--- src/rdct_pkg.sv ---
// ----------------------------------------------------------------------------
// rdct_pkg
// Shared types, character codes and pattern tables for the token redactor.
// ----------------------------------------------------------------------------
package rdct_pkg;

  localparam int unsigned KEY_PATTERNS   = 12;
  localparam int unsigned VALUE_PATTERNS = 6;
  localparam int unsigned KEY_W          = 11;
  localparam int unsigned VAL_W          = 10;
  localparam int unsigned JOBQ_DEPTH     = 2;

  localparam logic [7:0] CH_SPACE = 8'h20;
  localparam logic [7:0] CH_COMMA = 8'h2C;
  localparam logic [7:0] CH_SEMI  = 8'h3B;
  localparam logic [7:0] CH_EQ    = 8'h3D;
  localparam logic [7:0] CH_COLON = 8'h3A;
  localparam logic [7:0] CH_UP_A  = 8'h41;
  localparam logic [7:0] CH_UP_Z  = 8'h5A;
  localparam logic [7:0] CASE_OFS = 8'h20;

  // patterns right-aligned: first character in the highest used byte
  localparam logic [8*KEY_W-1:0] KEY_PAT [KEY_PATTERNS] = '{
    "secret", "api_key", "apikey", "api-key", "token", "password",
    "passwd", "credential", "auth", {"private", "_key"}, {"access", "_key"},
    {"session", "_id"}
  };
  localparam int KEY_LEN [KEY_PATTERNS] = '{6, 7, 6, 7, 5, 8, 6, 10, 4, 11, 10, 10};

  localparam logic [8*VAL_W-1:0] VAL_PAT [VALUE_PATTERNS] = '{
    "-----begin", "bearer", "sk-", "ghp_", "xox", {"aws", "_secret"}
  };
  localparam int VAL_LEN [VALUE_PATTERNS] = '{10, 6, 3, 4, 3, 10};

  typedef enum logic [1:0] {
    JM_PLAIN,
    JM_KEYRED,
    JM_MARK,
    JM_OVF
  } job_mode_e;

  typedef enum logic [2:0] {
    BK_IDLE,
    BK_READ,
    BK_DATA,
    BK_EQ,
    BK_MARK,
    BK_SEP
  } back_state_e;

  typedef struct packed {
    job_mode_e  mode;
    logic       has_sep;
    logic [7:0] sep_byte;
    logic       last;
    logic       bank;
  } job_t;

  typedef struct packed {
    logic       en;
    logic       bank;
    logic [7:0] data;
  } mem_wr_t;

  function automatic logic [KEY_W-1:0] key_mask(input int p, input logic [7:0] c);
    logic [KEY_W-1:0] m;
    m = '0;
    for (int j = 0; j < KEY_W; j++) begin
      if (j < KEY_LEN[p]) begin
        m[j] = (KEY_PAT[p][8*(KEY_LEN[p]-1-j) +: 8] == c);
      end
    end
    return m;
  endfunction

  function automatic logic [VAL_W-1:0] val_mask(input int p, input logic [7:0] c);
    logic [VAL_W-1:0] m;
    m = '0;
    for (int j = 0; j < VAL_W; j++) begin
      if (j < VAL_LEN[p]) begin
        m[j] = (VAL_PAT[p][8*(VAL_LEN[p]-1-j) +: 8] == c);
      end
    end
    return m;
  endfunction

  function automatic back_state_e after_bytes(input job_mode_e mode, input logic has_sep);
    back_state_e s;
    unique case (mode)
      JM_PLAIN:  s = has_sep ? BK_SEP : BK_IDLE;
      JM_KEYRED: s = BK_EQ;
      JM_MARK:   s = BK_MARK;
      JM_OVF:    s = BK_MARK;
      default:   s = BK_IDLE;
    endcase
    return s;
  endfunction

endpackage

--- src/rdct_front.sv ---
// ----------------------------------------------------------------------------
// rdct_front
// Splits the byte stream into tokens, runs the key and value matchers,
// writes token bytes to the store and queues one job per finished token.
// ----------------------------------------------------------------------------
module rdct_front #(
  parameter int unsigned TOKEN_MAX = 32,
  localparam int unsigned IW = (TOKEN_MAX > 1) ? $clog2(TOKEN_MAX) : 1,
  localparam int unsigned LW = $clog2(TOKEN_MAX + 1)
) (
  input  logic              clk_i,
  input  logic              rst_ni,
  input  logic              accept_i,
  input  logic [7:0]        in_byte_i,
  input  logic              in_last_i,
  output rdct_pkg::mem_wr_t wr_o,
  output logic [IW-1:0]     wr_idx_o,
  output logic              job_push_o,
  output rdct_pkg::job_t    job_o,
  output logic [LW-1:0]     job_count_o
);

  logic [LW-1:0] length_q, length_d;
  logic          split_q, split_d;
  logic [IW-1:0] split_pos_q, split_pos_d;
  logic          key_hit_q, key_hit_d;
  logic          val_hit_q, val_hit_d;
  logic          ovf_q, ovf_d;
  logic          bank_q, bank_d;
  logic [rdct_pkg::KEY_W-1:0] key_prog_q [rdct_pkg::KEY_PATTERNS];
  logic [rdct_pkg::KEY_W-1:0] key_prog_d [rdct_pkg::KEY_PATTERNS];
  logic [rdct_pkg::VAL_W-1:0] val_prog_q [rdct_pkg::VALUE_PATTERNS];
  logic [rdct_pkg::VAL_W-1:0] val_prog_d [rdct_pkg::VALUE_PATTERNS];
  logic [rdct_pkg::KEY_W-1:0] key_next [rdct_pkg::KEY_PATTERNS];
  logic [rdct_pkg::VAL_W-1:0] val_next [rdct_pkg::VALUE_PATTERNS];
  logic          key_any, val_any;
  logic [7:0]    fold;
  logic          is_sep, is_split;

  assign fold = (in_byte_i >= rdct_pkg::CH_UP_A && in_byte_i <= rdct_pkg::CH_UP_Z) ?
                in_byte_i + rdct_pkg::CASE_OFS : in_byte_i;
  assign is_sep = (in_byte_i == rdct_pkg::CH_SPACE) || (in_byte_i == rdct_pkg::CH_COMMA) ||
                  (in_byte_i == rdct_pkg::CH_SEMI);
  assign is_split = (in_byte_i == rdct_pkg::CH_EQ) || (in_byte_i == rdct_pkg::CH_COLON);

  always_comb begin
    key_any = 1'b0;
    for (int p = 0; p < rdct_pkg::KEY_PATTERNS; p++) begin
      key_next[p] = ((key_prog_q[p] << 1) | rdct_pkg::KEY_W'(1)) & rdct_pkg::key_mask(p, fold);
      key_any     = key_any | key_next[p][rdct_pkg::KEY_LEN[p]-1];
    end
    val_any = 1'b0;
    for (int p = 0; p < rdct_pkg::VALUE_PATTERNS; p++) begin
      val_next[p] = ((val_prog_q[p] << 1) | rdct_pkg::VAL_W'(1)) & rdct_pkg::val_mask(p, fold);
      val_any     = val_any | val_next[p][rdct_pkg::VAL_LEN[p]-1];
    end
  end

  always_comb begin
    length_d    = length_q;
    split_d     = split_q;
    split_pos_d = split_pos_q;
    key_hit_d   = key_hit_q;
    val_hit_d   = val_hit_q;
    ovf_d       = ovf_q;
    bank_d      = bank_q;
    key_prog_d  = key_prog_q;
    val_prog_d  = val_prog_q;
    wr_o.en     = 1'b0;
    wr_o.bank   = bank_q;
    wr_o.data   = in_byte_i;
    wr_idx_o    = length_q[IW-1:0];
    job_push_o  = 1'b0;
    job_o.mode     = rdct_pkg::JM_PLAIN;
    job_o.has_sep  = is_sep;
    job_o.sep_byte = in_byte_i;
    job_o.last     = in_last_i;
    job_o.bank     = bank_q;
    job_count_o    = '0;

    if (accept_i) begin
      if (!is_sep) begin
        if (length_q >= LW'(TOKEN_MAX)) begin
          ovf_d = 1'b1;
        end else begin
          if (!split_q && is_split) begin
            split_d     = 1'b1;
            split_pos_d = length_q[IW-1:0];
            val_hit_d   = 1'b0;
            for (int p = 0; p < rdct_pkg::VALUE_PATTERNS; p++) begin
              val_prog_d[p] = '0;
            end
          end else begin
            if (!split_q) begin
              key_prog_d = key_next;
              key_hit_d  = key_hit_q | key_any;
            end
            val_prog_d = val_next;
            val_hit_d  = val_hit_q | val_any;
          end
          wr_o.en  = 1'b1;
          length_d = length_q + LW'(1);
        end
      end

      if (is_sep || in_last_i) begin
        job_push_o = 1'b1;
        priority if (ovf_d) begin
          job_o.mode = rdct_pkg::JM_OVF;
        end else if (split_d && (key_hit_d || val_hit_d)) begin
          job_o.mode  = rdct_pkg::JM_KEYRED;
          job_count_o = LW'(split_pos_d);
        end else if (!split_d && val_hit_d) begin
          job_o.mode = rdct_pkg::JM_MARK;
        end else begin
          job_o.mode  = rdct_pkg::JM_PLAIN;
          job_count_o = length_d;
        end
        length_d    = '0;
        split_d     = 1'b0;
        split_pos_d = '0;
        key_hit_d   = 1'b0;
        val_hit_d   = 1'b0;
        ovf_d       = 1'b0;
        bank_d      = ~bank_q;
        for (int p = 0; p < rdct_pkg::KEY_PATTERNS; p++) begin
          key_prog_d[p] = '0;
        end
        for (int p = 0; p < rdct_pkg::VALUE_PATTERNS; p++) begin
          val_prog_d[p] = '0;
        end
      end
    end
  end

  always_ff @(posedge clk_i or negedge rst_ni) begin
    if (!rst_ni) begin
      length_q    <= '0;
      split_q     <= 1'b0;
      split_pos_q <= '0;
      key_hit_q   <= 1'b0;
      val_hit_q   <= 1'b0;
      ovf_q       <= 1'b0;
      bank_q      <= 1'b0;
      for (int p = 0; p < rdct_pkg::KEY_PATTERNS; p++) begin
        key_prog_q[p] <= '0;
      end
      for (int p = 0; p < rdct_pkg::VALUE_PATTERNS; p++) begin
        val_prog_q[p] <= '0;
      end
    end else begin
      length_q    <= length_d;
      split_q     <= split_d;
      split_pos_q <= split_pos_d;
      key_hit_q   <= key_hit_d;
      val_hit_q   <= val_hit_d;
      ovf_q       <= ovf_d;
      bank_q      <= bank_d;
      key_prog_q  <= key_prog_d;
      val_prog_q  <= val_prog_d;
    end
  end

endmodule

--- src/rdct_jobq.sv ---
// ----------------------------------------------------------------------------
// rdct_jobq
// Two-entry job queue between the classifying front and the emitting back.
// ----------------------------------------------------------------------------
module rdct_jobq #(
  parameter int unsigned W = 16
) (
  input  logic         clk_i,
  input  logic         rst_ni,
  input  logic         push_i,
  input  logic [W-1:0] data_i,
  input  logic         pop_i,
  output logic         valid_o,
  output logic [W-1:0] data_o,
  output logic [1:0]   count_o
);

  logic [W-1:0] ent_q [rdct_pkg::JOBQ_DEPTH];
  logic         wr_ptr_q, rd_ptr_q;
  logic [1:0]   count_q;
  logic         do_push, do_pop;

  assign do_push = push_i && (count_q != 2'(rdct_pkg::JOBQ_DEPTH));
  assign do_pop  = pop_i && (count_q != 2'd0);
  assign valid_o = (count_q != 2'd0);
  assign data_o  = ent_q[rd_ptr_q];
  assign count_o = count_q;

  always_ff @(posedge clk_i) begin
    if (do_push) begin
      ent_q[wr_ptr_q] <= data_i;
    end
  end

  always_ff @(posedge clk_i or negedge rst_ni) begin
    if (!rst_ni) begin
      wr_ptr_q <= 1'b0;
      rd_ptr_q <= 1'b0;
      count_q  <= 2'd0;
    end else begin
      if (do_push) begin
        wr_ptr_q <= ~wr_ptr_q;
      end
      if (do_pop) begin
        rd_ptr_q <= ~rd_ptr_q;
      end
      count_q <= count_q + 2'(do_push) - 2'(do_pop);
    end
  end

endmodule

--- src/rdct_back.sv ---
// ----------------------------------------------------------------------------
// rdct_back
// Holds the two-bank token store and replays each queued job as result
// transactions into a single output register.
// ----------------------------------------------------------------------------
module rdct_back #(
  parameter int unsigned TOKEN_MAX = 32,
  localparam int unsigned IW = (TOKEN_MAX > 1) ? $clog2(TOKEN_MAX) : 1,
  localparam int unsigned LW = $clog2(TOKEN_MAX + 1)
) (
  input  logic              clk_i,
  input  logic              rst_ni,
  input  rdct_pkg::mem_wr_t wr_i,
  input  logic [IW-1:0]     wr_idx_i,
  input  logic              job_valid_i,
  input  rdct_pkg::job_t    job_i,
  input  logic [LW-1:0]     job_count_i,
  output logic              job_pop_o,
  output logic              busy_o,
  input  logic              pop_i,
  output logic              empty_o,
  output logic [7:0]        out_byte_o,
  output logic              is_marker_o,
  output logic              run_last_o,
  output logic              string_end_o,
  output logic              token_overflow_o
);

  logic [7:0] store_mem [2][TOKEN_MAX];
  logic [7:0] rd_data_q;

  rdct_pkg::back_state_e state_q, state_d;
  rdct_pkg::job_t        job_q;
  logic [LW-1:0]         count_q;
  logic [IW-1:0]         pos_q;

  logic       out_valid_q;
  logic [7:0] out_byte_q;
  logic       out_mark_q, out_run_last_q, out_str_end_q, out_ovf_q;

  logic       slot_free, last_byte;
  logic       emit, emit_mark, emit_ovf, emit_final;
  logic [7:0] emit_byte;

  assign slot_free = !out_valid_q || pop_i;
  assign last_byte = ((LW'(pos_q) + LW'(1)) == count_q);
  assign busy_o    = (state_q != rdct_pkg::BK_IDLE);

  always_comb begin
    state_d = state_q;
    unique case (state_q)
      rdct_pkg::BK_IDLE: begin
        if (job_valid_i) begin
          state_d = (job_count_i != '0) ? rdct_pkg::BK_READ :
                    rdct_pkg::after_bytes(job_i.mode, job_i.has_sep);
        end
      end
      rdct_pkg::BK_READ: state_d = rdct_pkg::BK_DATA;
      rdct_pkg::BK_DATA: begin
        if (slot_free) begin
          state_d = last_byte ? rdct_pkg::after_bytes(job_q.mode, job_q.has_sep) :
                    rdct_pkg::BK_READ;
        end
      end
      rdct_pkg::BK_EQ: begin
        if (slot_free) state_d = rdct_pkg::BK_MARK;
      end
      rdct_pkg::BK_MARK: begin
        if (slot_free) state_d = job_q.has_sep ? rdct_pkg::BK_SEP : rdct_pkg::BK_IDLE;
      end
      rdct_pkg::BK_SEP: begin
        if (slot_free) state_d = rdct_pkg::BK_IDLE;
      end
      default: state_d = rdct_pkg::BK_IDLE;
    endcase
  end

  always_comb begin
    job_pop_o  = 1'b0;
    emit       = 1'b0;
    emit_byte  = '0;
    emit_mark  = 1'b0;
    emit_ovf   = 1'b0;
    emit_final = 1'b0;
    unique case (state_q)
      rdct_pkg::BK_IDLE: job_pop_o = job_valid_i;
      rdct_pkg::BK_READ: ;
      rdct_pkg::BK_DATA: begin
        emit       = slot_free;
        emit_byte  = rd_data_q;
        emit_final = last_byte &&
                     (rdct_pkg::after_bytes(job_q.mode, job_q.has_sep) == rdct_pkg::BK_IDLE);
      end
      rdct_pkg::BK_EQ: begin
        emit      = slot_free;
        emit_byte = rdct_pkg::CH_EQ;
      end
      rdct_pkg::BK_MARK: begin
        emit       = slot_free;
        emit_mark  = 1'b1;
        emit_ovf   = (job_q.mode == rdct_pkg::JM_OVF);
        emit_final = !job_q.has_sep;
      end
      rdct_pkg::BK_SEP: begin
        emit       = slot_free;
        emit_byte  = job_q.sep_byte;
        emit_final = 1'b1;
      end
      default: ;
    endcase
  end

  always_ff @(posedge clk_i) begin
    if (wr_i.en) begin
      store_mem[wr_i.bank][wr_idx_i] <= wr_i.data;
    end
    if (state_q == rdct_pkg::BK_READ) begin
      rd_data_q <= store_mem[job_q.bank][pos_q];
    end
    if (job_pop_o) begin
      job_q   <= job_i;
      count_q <= job_count_i;
    end
    if (emit) begin
      out_byte_q     <= emit_byte;
      out_mark_q     <= emit_mark;
      out_ovf_q      <= emit_ovf;
      out_run_last_q <= emit_final;
      out_str_end_q  <= emit_final && job_q.last;
    end
  end

  always_ff @(posedge clk_i or negedge rst_ni) begin
    if (!rst_ni) begin
      state_q     <= rdct_pkg::BK_IDLE;
      pos_q       <= '0;
      out_valid_q <= 1'b0;
    end else begin
      state_q <= state_d;
      if (job_pop_o) begin
        pos_q <= '0;
      end else if (state_q == rdct_pkg::BK_DATA && slot_free) begin
        pos_q <= pos_q + IW'(1);
      end
      if (emit) begin
        out_valid_q <= 1'b1;
      end else if (pop_i) begin
        out_valid_q <= 1'b0;
      end
    end
  end

  assign empty_o          = !out_valid_q;
  assign out_byte_o       = out_byte_q;
  assign is_marker_o      = out_mark_q;
  assign run_last_o       = out_run_last_q;
  assign string_end_o     = out_str_end_q;
  assign token_overflow_o = out_ovf_q;

endmodule

--- src/token_secret_redactor.sv ---
// ----------------------------------------------------------------------------
// token_secret_redactor
// Token splitter that masks secret values in key/value text.
// ----------------------------------------------------------------------------
// Channel   Direction  Handshake        Payload
// input     in         push / full      in_byte_i, in_last_i
// results   out        pop / empty      out_byte_o, is_marker_o, run_last_o,
//                                       string_end_o, token_overflow_o
//
// Bytes inside a token are taken one per cycle while full is low; the matchers
// update in that cycle. A finished token is replayed from the token store: the
// job is taken, then each stored byte passes a store read and the output
// register, followed by '=', marker and separator as the job needs them.
// Two store banks: the front fills one while the back replays the other; full
// is high while one token is replaying and another finished token waits.
// Reset clears all control state; the store needs no clearing.
// ----------------------------------------------------------------------------
module token_secret_redactor #(
  parameter int unsigned TOKEN_MAX = 32
) (
  input  logic       clk_i,
  input  logic       rst_ni,
  input  logic       push,
  output logic       full,
  input  logic [7:0] in_byte_i,
  input  logic       in_last_i,
  output logic       empty,
  input  logic       pop,
  output logic [7:0] out_byte_o,
  output logic       is_marker_o,
  output logic       run_last_o,
  output logic       string_end_o,
  output logic       token_overflow_o
);

  localparam int unsigned IW = (TOKEN_MAX > 1) ? $clog2(TOKEN_MAX) : 1;
  localparam int unsigned LW = $clog2(TOKEN_MAX + 1);
  localparam int unsigned JW = LW + $bits(rdct_pkg::job_t);

  logic              accept;
  rdct_pkg::mem_wr_t wr;
  logic [IW-1:0]     wr_idx;
  logic              job_push, job_pop, job_valid, back_busy;
  rdct_pkg::job_t    job_in, job_out;
  logic [LW-1:0]     cnt_in, cnt_out;
  logic [JW-1:0]     q_data;
  logic [1:0]        q_count;

  assign full   = (q_count == 2'(rdct_pkg::JOBQ_DEPTH)) || (q_count != 2'd0 && back_busy);
  assign accept = push && !full;

  rdct_front #(.TOKEN_MAX(TOKEN_MAX)) u_front (
    .clk_i       (clk_i),
    .rst_ni      (rst_ni),
    .accept_i    (accept),
    .in_byte_i   (in_byte_i),
    .in_last_i   (in_last_i),
    .wr_o        (wr),
    .wr_idx_o    (wr_idx),
    .job_push_o  (job_push),
    .job_o       (job_in),
    .job_count_o (cnt_in)
  );

  rdct_jobq #(.W(JW)) u_jobq (
    .clk_i   (clk_i),
    .rst_ni  (rst_ni),
    .push_i  (job_push),
    .data_i  ({cnt_in, job_in}),
    .pop_i   (job_pop),
    .valid_o (job_valid),
    .data_o  (q_data),
    .count_o (q_count)
  );

  assign cnt_out = q_data[JW-1 -: LW];
  assign job_out = q_data[$bits(rdct_pkg::job_t)-1:0];

  rdct_back #(.TOKEN_MAX(TOKEN_MAX)) u_back (
    .clk_i            (clk_i),
    .rst_ni           (rst_ni),
    .wr_i             (wr),
    .wr_idx_i         (wr_idx),
    .job_valid_i      (job_valid),
    .job_i            (job_out),
    .job_count_i      (cnt_out),
    .job_pop_o        (job_pop),
    .busy_o           (back_busy),
    .pop_i            (pop),
    .empty_o          (empty),
    .out_byte_o       (out_byte_o),
    .is_marker_o      (is_marker_o),
    .run_last_o       (run_last_o),
    .string_end_o     (string_end_o),
    .token_overflow_o (token_overflow_o)
  );

endmodule

--- config.mk ---
export PLATFORM = sky130hd
export DESIGN_NAME = token_secret_redactor
export DESIGN_NICKNAME = d
export VERILOG_FILES = /design/src/rdct_pkg.sv /design/src/rdct_front.sv /design/src/rdct_jobq.sv /design/src/rdct_back.sv /design/src/token_secret_redactor.sv
export SDC_FILE = /design/constraint.sdc
export NUM_CORES = 1
export LEC_CHECK = 0
export ABC_AREA = 1
export BUFFER_PORTS_ARGS = -buffer_cell sky130_fd_sc_hd__buf_2
export CAP_MARGIN = 20
export CORE_MARGIN = 2
export CORE_UTILIZATION = 40
export CTS_CLUSTER_DIAMETER = 120
export DETAILED_ROUTE_END_ITERATION = 7
export HOLD_SLACK_MARGIN = 0.08
export SETUP_SLACK_MARGIN = 0.3
export SLEW_MARGIN = 15
export SYNTH_ARGS = -nofsm -noshare
export SYNTH_HDL_FRONTEND = slang
export SYNTH_SLANG_ARGS = --single-unit
--- constraint.sdc ---
create_clock -name clk_i -period 7.3 [get_ports clk_i]
set_input_delay 0 -clock clk_i [delete_from_list [all_inputs] [get_ports clk_i]]
set_output_delay 0 -clock clk_i [all_outputs]
set_load 0.05 [all_outputs]
# ---- Yosys cells after proc, flatten, opt, wreduce, memory -nomap -nowiden
# Memory sizes are Yosys's and may differ from the RTL's. A register that Yosys moved wholly into a read port is not among the register bits.
# Index checks and enable logic that the tools add are counted.
dict set report op_classes {
  n_addsub 6
  n_lt_le_gt_ge 6
  n_eq_ne 51
  muxes 84
  bitwise_logic 41
  n_reduce_logical 40
}
# op count
set op_table {}
lappend op_table {{126-bit 2-to-1 mux} 5}
lappend op_table {{256-bit 2-to-1 mux} 1}
lappend op_table {{59-bit 2-to-1 mux} 4}
lappend op_table {{7-bit by 8-bit == test with 1-bit output (first input constant)} 22}
lappend op_table {{6-bit 2-to-1 mux} 8}
lappend op_table {{8-bit binary-select mux with 5-bit select} 1}
lappend op_table {{8-bit demux with 5-bit select} 1}
lappend op_table {{8-bit by 6-bit == test with 1-bit output (second input constant)} 5}
lappend op_table {{1-bit 2-to-1 mux} 34}
lappend op_table {{11-bit by 10-bit bitwise AND with 11-bit output} 3}
lappend op_table {{8-bit 2-to-1 mux} 4}
lappend op_table {{3-bit 2-to-1 mux} 10}
lappend op_table {{5-bit 2-to-1 mux} 6}
lappend op_table {{8-bit one-hot mux with 3 select lines} 1}
lappend op_table {{11-bit by 6-bit bitwise AND with 11-bit output} 2}
lappend op_table {{11-bit by 7-bit bitwise AND with 11-bit output} 2}
lappend op_table {{10-bit bitwise AND} 2}
lappend op_table {{10-bit by 3-bit bitwise AND with 10-bit output} 2}
lappend op_table {{6-bit greater-or-equal comparator (second input constant)} 3}
lappend op_table {{1-bit OR} 18}
lappend op_table {{3-bit one-hot mux with 3 select lines} 2}
lappend op_table {{3-bit one-hot mux with 6 select lines} 1}
lappend op_table {{1-bit logical AND} 12}
lappend op_table {{5-bit inverter with 6-bit output} 2}
lappend op_table {{40 further kinds} 77}
dict set report word_totals {
  reg_bits 237
  ramBits 550
  in_bits 13
  out_inout_bits 14
  mem_count 2
}
# memory depth width read_ports rd_ports_with_merged_regs write_ports line
set memory_table {}
lappend memory_table {u_back.store_mem 2 256 1 1 1 rdct_back.sv:29} ;# logic [7:0] store_mem [2][TOKEN_MAX];
lappend memory_table {u_jobq.ent_q 2 19 1 0 1 rdct_jobq.sv:18} ;# logic [W-1:0] ent_q [rdct_pkg::JOBQ_DEPTH];

# ---- Longest topological paths before layout
# Gate-level depths: netlist (run 1).
dict set report depth {
  word_depth 28
  ltp_mapped 21
}

# ---- By module
# Synthesis (run 1) repeated with hierarchy kept, for this count alone.
dict set report unflattened {
  hier_cells 2668
  hier_area_um2 29886.2
}
# module n_inst cells_per_inst area_per_inst_um2 seq_area_each_um2
set by_module_without_submodules {}
lappend by_module_without_submodules {rdct_back 1 1949 23037.1 16791.1}
lappend by_module_without_submodules {rdct_front 1 582 5203.7 2702.6}
lappend by_module_without_submodules {rdct_jobq 1 131 1615.3 1241.2}
lappend by_module_without_submodules {token_secret_redactor 1 6 30.0 0.0}

# ---- Least setup slack after synthesis (run 1)
# OpenSTA, ideal clock, no wires.
dict set report synth_timing {
  path_type {register to register}
  from {register u_back.state_q[0]}
  to {memory u_jobq.ent_q[1][0] in the netlist's numbering, enable pin}
  t_arrival_ns 2.189
  required_ns 6.904
  path_slack_ns 4.715
  stages_incl_launch_ff 11
  path_buffers 1
  period_less_slack_ns 2.585
  path_cell_list {dfrtp_1 -> nor2_1 -> inv_1 -> nor2_1 -> nand2_1 -> nand2_1 -> nand2_1 -> inv_1 -> nand2_1 -> clkbuf_1 -> nor2_1}
}
dict set report synth_between {
  elab_chain_cells 9
}
# item line
set synth_lines {}
lappend synth_lines {{start, declared} rdct_back.sv:32} ;# rdct_pkg::back_state_e state_q, state_d;
lappend synth_lines {{start signal, assigned} rdct_back.sv:135} ;# state_q <= rdct_pkg::BK_IDLE;
lappend synth_lines {{start signal, assigned} rdct_back.sv:139} ;# state_q <= state_d;
lappend synth_lines {{3-bit nonzero test} rdct_back.sv:47} ;# assign busy_o = (state_q != rdct_pkg::BK_IDLE);
lappend synth_lines {{1-bit logical AND} token_secret_redactor.sv:49} ;# assign full = (q_count == 2'(rdct_pkg::JOBQ_DEPTH)) || (q_count != 2'd0 && back_busy);
lappend synth_lines {{1-bit logical OR} token_secret_redactor.sv:49}
lappend synth_lines {{1-bit logical NOT} token_secret_redactor.sv:50} ;# assign accept = push && !full;
lappend synth_lines {{1-bit logical AND} token_secret_redactor.sv:50}
lappend synth_lines {{1-bit 2-to-1 mux} rdct_front.sv:81} ;# if (accept_i) begin
lappend synth_lines {{1-bit logical AND} rdct_jobq.sv:23} ;# assign do_push = push_i && (count_q != 2'(rdct_pkg::JOBQ_DEPTH));
lappend synth_lines {{1-bit 2-to-1 mux} rdct_jobq.sv:30} ;# if (do_push) begin
lappend synth_lines {{1-bit 2-to-1 mux (not written as such)} rdct_jobq.sv:31} ;# ent_q[wr_ptr_q] <= data_i;
lappend synth_lines {{end, declared} rdct_jobq.sv:18}
# No other way between the ends.

==> out/metrics.yaml, run 1 <==
status: "complete, no violations"
cp_max_fo: 112
cts_tree: "yes"
crit_slowest_cell: "buf_4"
routed_via_density: 5.65
wl_per_cell_um: 22.0
synth_area_leader_cell: "edfxtp_1"
syn_nets: 2411
min_delay_path_depth: 3
synth_area_mm2: 0.0289
grt_start_max_net_pins: 170
async_reset_ff_frac: 0.170
ys_top_cells_by_count: "589 x edfxtp_1, 383 x nor2_1, 306 x o21ai_0, 214 x nand2_1, 151 x inv_1"
antenna_found_initial: 3
io_buffer_count: 26
drtIter0Drc: 2378
utilization: 0.457
syn_inst: 2389
ys.flop_type: "edfxtp_1"
coreArea_mm2: 0.0715
gr-usage-all-layers: 0.204
cts_htree_levels: 3
postCtsSetupBuffers: 0
rsz0062_at_grt: "no"
cts-root-buf: "clkbuf_16"
hold_viol_final: 0
ys_top_cells_by_area: "edfxtp_1 61%, dfrtp_1 10%, o21ai_0 5.3%, nor2_1 5.0%, o22ai_1 3.0%"
wirelength_um: 75000
hpwl_um: 44900
nFillCells: 6353
synth_compound_area_frac: 0.122
fp-row-count: 98
holdPathEnd: "u_back.out_valid_q"
fmax_mhz: 255
cts_resized: 0
synth.most_common_cell: "edfxtp_1"
report.final.slew_viol_count: 0
dp_cells: 3253
synth.yosys.warnings: 0
peakVddDrop_mv: 0.309
synthAdderAreaFrac: 0.00390
min_period_over_period: 0.537
start_util: 0.404
rr_worst_depth: 8
worst-endpoint-arrival_ns: 4.38
dieArea_mm2: 0.0743
syn_to_final_growth_pct: 13.2
numCtsBuffers: 76
regToRegSetupSlack_ns: 3.38
grt_pass1_wl_um: 116000
vias: 19287
synth.distinct_cells: 44
drive_above_1_share: 0.0902
hp-class: "in2reg"
min-delay-start: "pop"
fin_skew_ns: 0.0238
ioPinCount: 27
drtAntennaViolNets: 0
grt-ovfl-total: 0
clk_pin_slew_ns: 0.06
die_w_um: 273
avgSynthCellArea_um2: 12.1
required_ns: 7.76
clock_latency_ns: 0.62
grt_pass1_vias: 19104
yosysSeqAreaShare: 0.718
yosys.area_share.xor_xnor: 0.00395
fin_cells: 3411
synthMuxAreaShare: 0.000694
critPathLaunchType: "register"
clk_path_buf_depth: 3
drc: 0
drv_cap: 0
leakagePower_uw: 0.0111
worst_pin_slew_ns: 1.25
cts.sinks: 711
yosys.area_share.simple: 0.112
synth_top_family_by_area: "compound AO/OA/AOI/OAI gates"
period_needed_ns: 3.92
max_slew_margin: 0.160
setup_tns_ns: 0
setup_viol: 0
crit_type: "reg2reg"
nets: 2420
power_density_mw_per_mm2: 364
die_h_um: 273
synth-seq-cells: 711
synth_edf_count: 589
cpPeakStageDelay_ns: 0.90
drt_first_pass_iters: 6
endpoint_kind: "register"
whs_ns: 0.140
r2r_end: "u_back.rd_data_q[6]"
gp_congestion: 0.872
synth_top_area_share: 0.613
fin_total_pwr_uw: 11900
path_cells: "buf_4 -> buf_4 -> o21ai_0 -> o22ai_1 -> nand2_1 -> nand4_1 -> nand3_1 -> nand2_1"
kinds of logic (layout without fill, tap and decap cells):
kind of cell / count (synthesis) / in the layout
DFF: 711 / 711
muxes: 2 / 2
AOI/OAI and AO/OA: 585 / 585
and+or+nand+nor: 768 / 768
other: 0 / 1
buffers and inverters: 301 / 372
adders and majority gates: 9 / 9
xor gates and xnor gates: 13 / 13
through the flow:
step	area (µm²)	setup slack, ns
2_1_floorplan	28900	4.72
5_1_grt	32700	3.10
3_3_place_gp	29900	3.36
4_1_cts	32600	3.40
6_report	32700	3.38
3_5_place_dp	29900	3.28
worst max-delay path, delay by kind of cell (launching register included):
family / cells / cell delay (ns)
buf+inv: 2 / 1.64
simple gates: 4 / 0.72
compound gates: 2 / 0.51
flops: 1 / 0.76
routing by layer:
layer  up-vias  share of wire  GRT usage
met1      9652           0.42      0.277
met4         2          0.029     0.0638
li1       8725              -          -
met2       764           0.48      0.334
met5         -        0.00017          0
met3       144          0.072     0.0358
final cells by class:
type                       instances  area [µm²]  share of cell area
tap                              950        1190              0.0364
sequential                       711       20700               0.635
multi-input combinational       1377        7000               0.214
inverter                         164         622              0.0190
clock inverter                    48         587              0.0180
clock buffer                      92        2010              0.0616
antenna                            1        2.50           0.0000766
timing repair buffer              68         519              0.0159
cell usage in the layout (no fill, tap or decap), types with 22 or more instances in the layout:
cell	n
o211ai_1	32
nand4_1	44
edfxtp_1	589
o21ai_0	306
clkbuf_16	77
o221ai_1	34
o32ai_1	26
nand2_1	214
nor2_1	378
nand3_1	76
inv_1	149
buf_4	25
o22ai_1	139
dfrtp_1	119
buf_2	27
nor3_1	22
worst max path at each step:
stage | end | slack (ns)
global route | u_back.store_mem[1][66] | 3.10
CTS | u_back.store_mem[1][198] | 3.40
floorplan | u_jobq.ent_q[1][0] | 4.72
finish | u_back.rd_data_q[6] | 3.38
global placement | u_back.store_mem[1][195] | 3.36
detailed placement | u_back.store_mem[1][194] | 3.28
where the power goes:
part | switching [µW] | leakage [µW] | internal, µW | total, µW
registers | 207 | 0.00700 | 4710 | 4910
logic | 2230 | 0.00281 | 737 | 2970
clock network | 1610 | 0.00128 | 2410 | 4010
total | 4050 | 0.0111 | 7850 | 11900
flip-flops by register name, indices dropped and copies added, names as in the netlist, 2 cells and up, named ones only:
| register | flops |
|---|---|
| u_back.store_mem | 512 |
| u_front.key_prog_q | 62 |
| u_jobq.ent_q | 38 |
| u_front.val_prog_q | 30 |
| u_back.job_q | 13 |
| u_back.out_byte_o | 8 |
| u_back.rd_data_q | 8 |
| u_back.count_q | 6 |
| u_front.length_q | 6 |
| u_back.pos_q | 5 |
| u_front.split_pos_q | 5 |
| u_back.state_q | 3 |
| u_jobq.count_o | 2 |
what timing repair did:
item                                   in CTS  in global routing
endpoints found under the hold margin     151                  0
setup endpoints to repair                   0                  0
hold buffers                               14                  0
Power figures use the tool's default switching activity.
==> run 2, diff against run 1 <==
--- a/config.mk
+++ b/config.mk
@@ -5,7 +5,7 @@
 export SDC_FILE = /design/constraint.sdc
 export NUM_CORES = 1
 export LEC_CHECK = 0
-export ABC_AREA = 1
+export ABC_AREA = 0
 export BUFFER_PORTS_ARGS = -buffer_cell sky130_fd_sc_hd__buf_2
 export CAP_MARGIN = 20
 export CORE_MARGIN = 2
==> constraint.sdc (replaced) <==
create_clock -name clk_i -period 3.5 [get_ports clk_i]
set_input_delay 0 -clock clk_i [delete_from_list [all_inputs] [get_ports clk_i]]
set_output_delay 0 -clock clk_i [all_outputs]
set_load 0.05 [all_outputs]
==> run 2 against run 1 <==
Compared with the run above: via count is 22% lower; first-iteration DRC count decreased by 43%; core utilization up 1.0 points; non-clock buffer count increased by 72; count of clock-buffer cells in the layout up 13; area after synthesis is 1.6% lower; synthesized cell count decreased by 32%; final cell count fell by 19%; hold slack lost 0.017 ns; clock skew rose by 0.0031 ns; critical path type is now in2reg; critical endpoint is now u_back.store_mem[1][80]; largest cell class unchanged.
==> out/metrics.yaml, run 2 <==
die_h_um: 270
path_cells: "dlygate4sd3_1 -> buf_4 -> xor2_1 -> o32ai_2 -> a21oi_1 -> and3_1 -> nand2_1 -> nor2_1"
synth_edf_count: 589
synth_area_leader_cell: "edfxtp_1"
ys.flop_type: "edfxtp_1"
gr-usage-all-layers: 0.179
crit_type: "in2reg"
setup_viol: 0
synth-seq-cells: 711
fp-row-count: 97
power.share.clock: 0.338
setup_tns_ns: 0
reg_top3: "u_back.store_mem (512), u_front.key_prog_q (62), u_jobq.ent_q (38)"
worst_pin_slew_ns: 0.958
yosysSeqAreaShare: 0.730
routed_via_density: 5.45
cts_htree_levels: 3
io_buffer_count: 26
grt_start_max_net_pins: 78
drtIter0Drc: 1355
worst-endpoint-arrival_ns: 3.13
grt_pass1_wl_um: 98400
ioPinCount: 27
drtAntennaViolNets: 0
power.internal_uw: 16400
start_util: 0.405
coreArea_mm2: 0.0701
largest_reg_flops: 512
wirelength_um: 65100
min_period_over_period: 0.830
combPwrFrac: 0.223
avgSynthCellArea_um2: 17.6
hold_viol_final: 0
whs_ns: 0.123
clock_latency_ns: 0.61
cts.sinks: 711
syn_nets: 1638
cpPeakStageDelay_ns: 0.77
hp-class: "in2reg"
fin_skew_ns: 0.0269
power.net_switching_uw: 6620
postCtsSetupBuffers: 0
finalInstanceArea_mm2: 0.0328
report.final.slew_viol_count: 0
status: "complete, no violations"
fin_cells: 2746
fin_total_pwr_uw: 23000
layout_commonest_cell: "edfxtp_1"
synth.most_common_cell: "edfxtp_1"
ys_top_cells_by_area: "edfxtp_1 62%, dfrtp_1 11%, mux4_2 7.8%, mux2i_1 3.6%, a22o_1 2.3%"
required_ns: 3.72
dpl_cell_area_mm2: 0.0302
synth_top_area_share: 0.623
drc: 0
clk_pin_slew_ns: 0.06
synth.distinct_cells: 76
critPathLaunchType: "input pin"
antenna_found_initial: 2
switching_share: 0.287
drv_cap: 0
cp_max_fo: 17
drt_first_pass_iters: 5
cts-root-buf: "clkbuf_16"
layout_common_cells: "589 x edfxtp_1, 119 x dfrtp_1, 111 x nor2_1"
grt-ovfl-total: 0
rsz0062_at_grt: "no"
seq_power_share: 0.439
syn_inst: 1616
endpoint_kind: "register"
hpwl_um: 40700
nets: 1767
numCtsBuffers: 75
dieArea_mm2: 0.0731
grt_pass1_vias: 15576
syn_to_final_growth_pct: 15.5
dp_cells: 2593
num_antenna_cells: 0
vias: 14968
ys_top_cells_by_count: "589 x edfxtp_1, 121 x dfrtp_1, 111 x nor2_1, 101 x mux2i_1, 98 x mux4_2"
crit_slowest_cell: "nor2_1"
period_needed_ns: 2.90
async_reset_ff_frac: 0.170
power_density_mw_per_mm2: 703
clk_path_buf_depth: 3
nFillCells: 6009
die_w_um: 270
synth_area_mm2: 0.0284
max_slew_margin: 0.359
leakagePower_uw: 0.0113
top_register: "u_back.store_mem"
fmax_mhz: 344
gp_congestion: 0.839
cts_tree: "yes"
synth.yosys.warnings: 0
drive_above_1_share: 0.215
wl_per_cell_um: 23.7
peakVddDrop_mv: 0.337
==> run 2: layout make-up <==
cell class	count	area (µm²)	area share
Clock inverter	33	324	0.00989
Clock buffer	105	2100	0.0642
Inverter	17	63.8	0.00195
Multi-Input combinational cell	800	7230	0.220
Tap cell	940	1180	0.0359
Timing Repair Buffer	140	1140	0.0349
Sequential cell	711	20700	0.633
==> run 2: logic make-up after synthesis <==
family | Yosys count | share of synthesized area
xor+xnor | 21 | 0.00648
buf+inv | 105 | 0.0159
fa+ha+maj | 9 | 0.00397
compound gates | 272 | 0.0710
mux | 224 | 0.123
flops | 711 | 0.730
simple gates | 274 | 0.0489
==> run 2: layer usage <==
metal / up-vias / share of wire / wire length (µm) / GRT usage
li1: 6721 / - / - / -
met1: 7735 / 0.43 / 27700 / 0.239
met2: 404 / 0.49 / 31700 / 0.294
met3: 106 / 0.058 / 3790 / 0.0351
met4: 2 / 0.028 / 1840 / 0.0619
met5: - / 0.00017 / 11 / 0
==> run 2: stage by stage <==
| stage | worst slack [ns] | util |
|---|---|---|
| floorplan | 0.395 | - |
| global placement | 0.579 | 0.430 |
| detailed placement | 0.542 | 0.430 |
| CTS | 0.514 | 0.467 |
| global route | 0.409 | 0.467 |
| finish | 0.596 | 0.467 |
==> run 2: what timing repair did <==
action | 4_1_cts | 5_1_grt
resized for setup | 0 | 0
endpoints found under the hold margin | 175 | 0
hold buffers | 14 | 0
==> run 2: final timing paths <==
check	cells after the start	slack, ns	to	from
worst max register to register	6	0.62	u_back.store_mem[1][80]	u_back.state_q[1]
max in group asynchronous	4	2.59	u_back.pos_q[0]	rst_ni
worst max-delay path	8	0.60	u_back.store_mem[1][80]	in_byte_i[3]
min in group asynchronous	4	0.44	u_front.key_prog_q[11]	rst_ni
worst min register to register	1	0.47	register	u_back.job_q[0]
worst min-delay path	5	0.12	u_front.key_prog_q[91]	in_byte_i[5]
==> run 2: worst max-delay path: cells and delay by family <==
| kind | cells | cell delay [ns] |
|---|---|---|
| compound gates | 2 | 0.40 |
| xor+xnor | 1 | 0.22 |
| buf+inv | 2 | 1.02 |
| simple gates | 3 | 1.48 |
==> run 2: power groups by stage <==
stage	Sequential, µW	Combinational (µW)	Clock [µW]
after floorplan	10300	3420	0
final	10100	5150	7790
after global placement	10300	5130	0
after detailed placement	10300	5190	0
after CTS	10100	5220	7980
after global routing	10200	5510	8300
==> run 3, diff against run 2 <==
--- a/config.mk
+++ b/config.mk
@@ -5,7 +5,7 @@
 export SDC_FILE = /design/constraint.sdc
 export NUM_CORES = 1
 export LEC_CHECK = 0
-export ABC_AREA = 0
+export ABC_AREA = 1
 export BUFFER_PORTS_ARGS = -buffer_cell sky130_fd_sc_hd__buf_2
 export CAP_MARGIN = 20
 export CORE_MARGIN = 2
==> constraint.sdc (replaced) <==
create_clock -name clk_i -period 2.86 [get_ports clk_i]
set_input_delay 0 -clock clk_i [delete_from_list [all_inputs] [get_ports clk_i]]
set_output_delay 0 -clock clk_i [all_outputs]
set_load 0.05 [all_outputs]
==> run 3 against run 2 <==
Compared with the run above: clock skew fell by 0.00052 ns; design area rose by 2.2%; via count rose by 30%; register-to-register slack got worse by 0.19 ns; hold slack improved by 0.021 ns; critical path depth rose by 6; wire length rose by 13%; final cell count rose by 28%; core utilization rose by 0.15 points; setup slack got worse by 0.16 ns; flip-flop and latch count did not move; global-route usage rose by 1.9 points; critical endpoint is now u_front.key_prog_q[48]; largest power group unchanged.
==> out/metrics.yaml, run 3 (same netlist as run 1, synthesis figures left out) <==
wl_per_cell_um: 21.0
drtIter0Drc: 2111
drive_above_1_share: 0.127
syn_to_final_growth_pct: 16.1
clk_path_buf_depth: 3
grt_start_max_net_pins: 97
regToRegSetupSlack_ns: 0.43
drv_cap: 0
drt_first_pass_iters: 6
dpl_cell_area_mm2: 0.0308
required_ns: 3.39
dp_cells: 3361
fmax_mhz: 412
leakagePower_uw: 0.0116
num_antenna_cells: 0
nets: 2529
setup_viol: 0
wirelength_um: 73800
peakVddDrop_mv: 0.544
max_slew_margin: 0.403
layout_commonest_cell: "edfxtp_1"
whs_ns: 0.144
cts_tree: "yes"
r2r_end: "u_front.key_prog_q[48]"
cts.sinks: 711
use_met3: 0.0344
layout_common_cells: "589 x edfxtp_1, 378 x nor2_1, 306 x o21ai_0"
die_h_um: 273
fin_skew_ns: 0.0264
gr-max-usage-layer: "met2"
critPathLaunchType: "register"
reg_top3: "u_back.store_mem (512), u_front.key_prog_q (62), u_jobq.ent_q (38)"
finalInstanceArea_mm2: 0.0335
worst-endpoint-arrival_ns: 2.96
gp_congestion: 0.853
grt_pass1_vias: 19109
power_density_mw_per_mm2: 899
holdPathEnd: "u_back.out_valid_q"
setup_tns_ns: 0
worst_pin_slew_ns: 0.892
min_period_over_period: 0.849
min-delay-start: "pop"
nFillCells: 6281
cp_max_fo: 8
vias: 19409
gr-usage-met1: 0.270
crit_type: "reg2reg"
cts_htree_levels: 3
finalWorstSetupSlack_ns: 0.432
status: "complete, no violations"
coreArea_mm2: 0.0715
dieArea_mm2: 0.0743
top_register: "u_back.store_mem"
clock_latency_ns: 0.63
gr-usage-all-layers: 0.198
grt-ovfl-total: 0
hold_viol_final: 0
die_w_um: 273
reg2reg_from: "u_back.state_q[0]"
fin_cells: 3517
hp-class: "in2reg"
hpwl_um: 45100
pre_cts_ws_ns: 0.359
numCtsBuffers: 76
clk_pin_slew_ns: 0.06
fp-row-count: 98
cts-root-buf: "clkbuf_16"
drtAntennaViolNets: 0
io_buffer_count: 26
ioPinCount: 27
rr_worst_depth: 14
rsz0062_at_grt: "no"
drc: 0
grt_use_met2: 0.323
routed_via_density: 5.52
antenna_found_initial: 2
endpoint_kind: "register"
grt_pass1_wl_um: 113000
report.final.slew_viol_count: 0
largest_reg_flops: 512
start_util: 0.404
min_delay_path_depth: 3
period_needed_ns: 2.43
-- run 3: cell count changes in the layout (fill, tap and decap cells not counted), sizes merged, moves of 34 or more --
cell	previous run	this run
nor2	112	394
o21ai	60	310
nand2	63	226
inv	21	162
o22ai	16	139
mux2i	101	2
mux4	98	0
a22o	76	3
nand3	18	78
nand4	2	44
buf	126	160
-- run 3: critical path, stage by stage (launching register included) --
cell	delay, ns
dfrtp_1	0.41
nor2_1	0.09
inv_1	0.06
nor2_1	0.17
nand2_1	0.07
nand2_1	0.08
nand2_1	0.15
buf_4	0.21
nor2_1	0.10
inv_1	0.08
nor2_4	0.16
inv_2	0.06
nor3_2	0.27
nand2_1	0.27
o22ai_1	0.18
-- run 3: how the worst max path moves through the flow --
stage | from | cells after the start | slack (ns) | end
2_1_floorplan | u_back.state_q[0] | 10 | 0.29 | u_jobq.ent_q[0][0]
3_3_place_gp | u_back.pos_q[0] | 8 | 0.41 | u_back.rd_data_q[5]
3_5_place_dp | u_back.state_q[0] | 14 | 0.36 | u_front.key_prog_q[125]
4_1_cts | u_back.state_q[0] | 14 | 0.34 | u_front.key_prog_q[125]
5_1_grt | in_byte_i[3] | 21 | 0.29 | u_jobq.ent_q[0][17]
6_report | u_back.state_q[0] | 14 | 0.43 | u_front.key_prog_q[48]
-- run 3: layout make-up --
cell class              count  area, µm²  area share
repair buffers            176       1440      0.0431
flip-flops and latches    711      20700       0.619
multi-input cells        1378       7050       0.210
clock buffers              94       2020      0.0603
clock inverters            44        433      0.0129
well taps                 950       1190      0.0355
inverters                 164        624      0.0186
-- run 3: where the power goes --
part | total [µW] | switching [µW] | internal, µW
Combinational | 8160 | 5940 | 2220
Clock | 9640 | 4030 | 5600
Sequential | 12300 | 315 | 12000
Total | 30100 | 10300 | 19800
-- run 3: repair_timing --
item,CTS,global route
setup buffers,0,2
hold buffers,15,0
setup endpoints to repair,0,57
gates resized for setup,0,17
endpoints found under the hold margin,265,0
-- run 3: stage by stage --
step | power, µW | util
2_1_floorplan | 17500 | -
3_5_place_dp | 20600 | 0.431
3_3_place_gp | 20500 | 0.431
4_1_cts | 30300 | 0.468
5_1_grt | 31600 | 0.469
6_report | 30100 | 0.469
-- run 3: routing by layer --
layer / vias up / wire length (µm)
met5: - / 13
met4: 2 / 2260
met3: 143 / 4450
met2: 679 / 35300
met1: 9663 / 31800
li1: 8922 / -
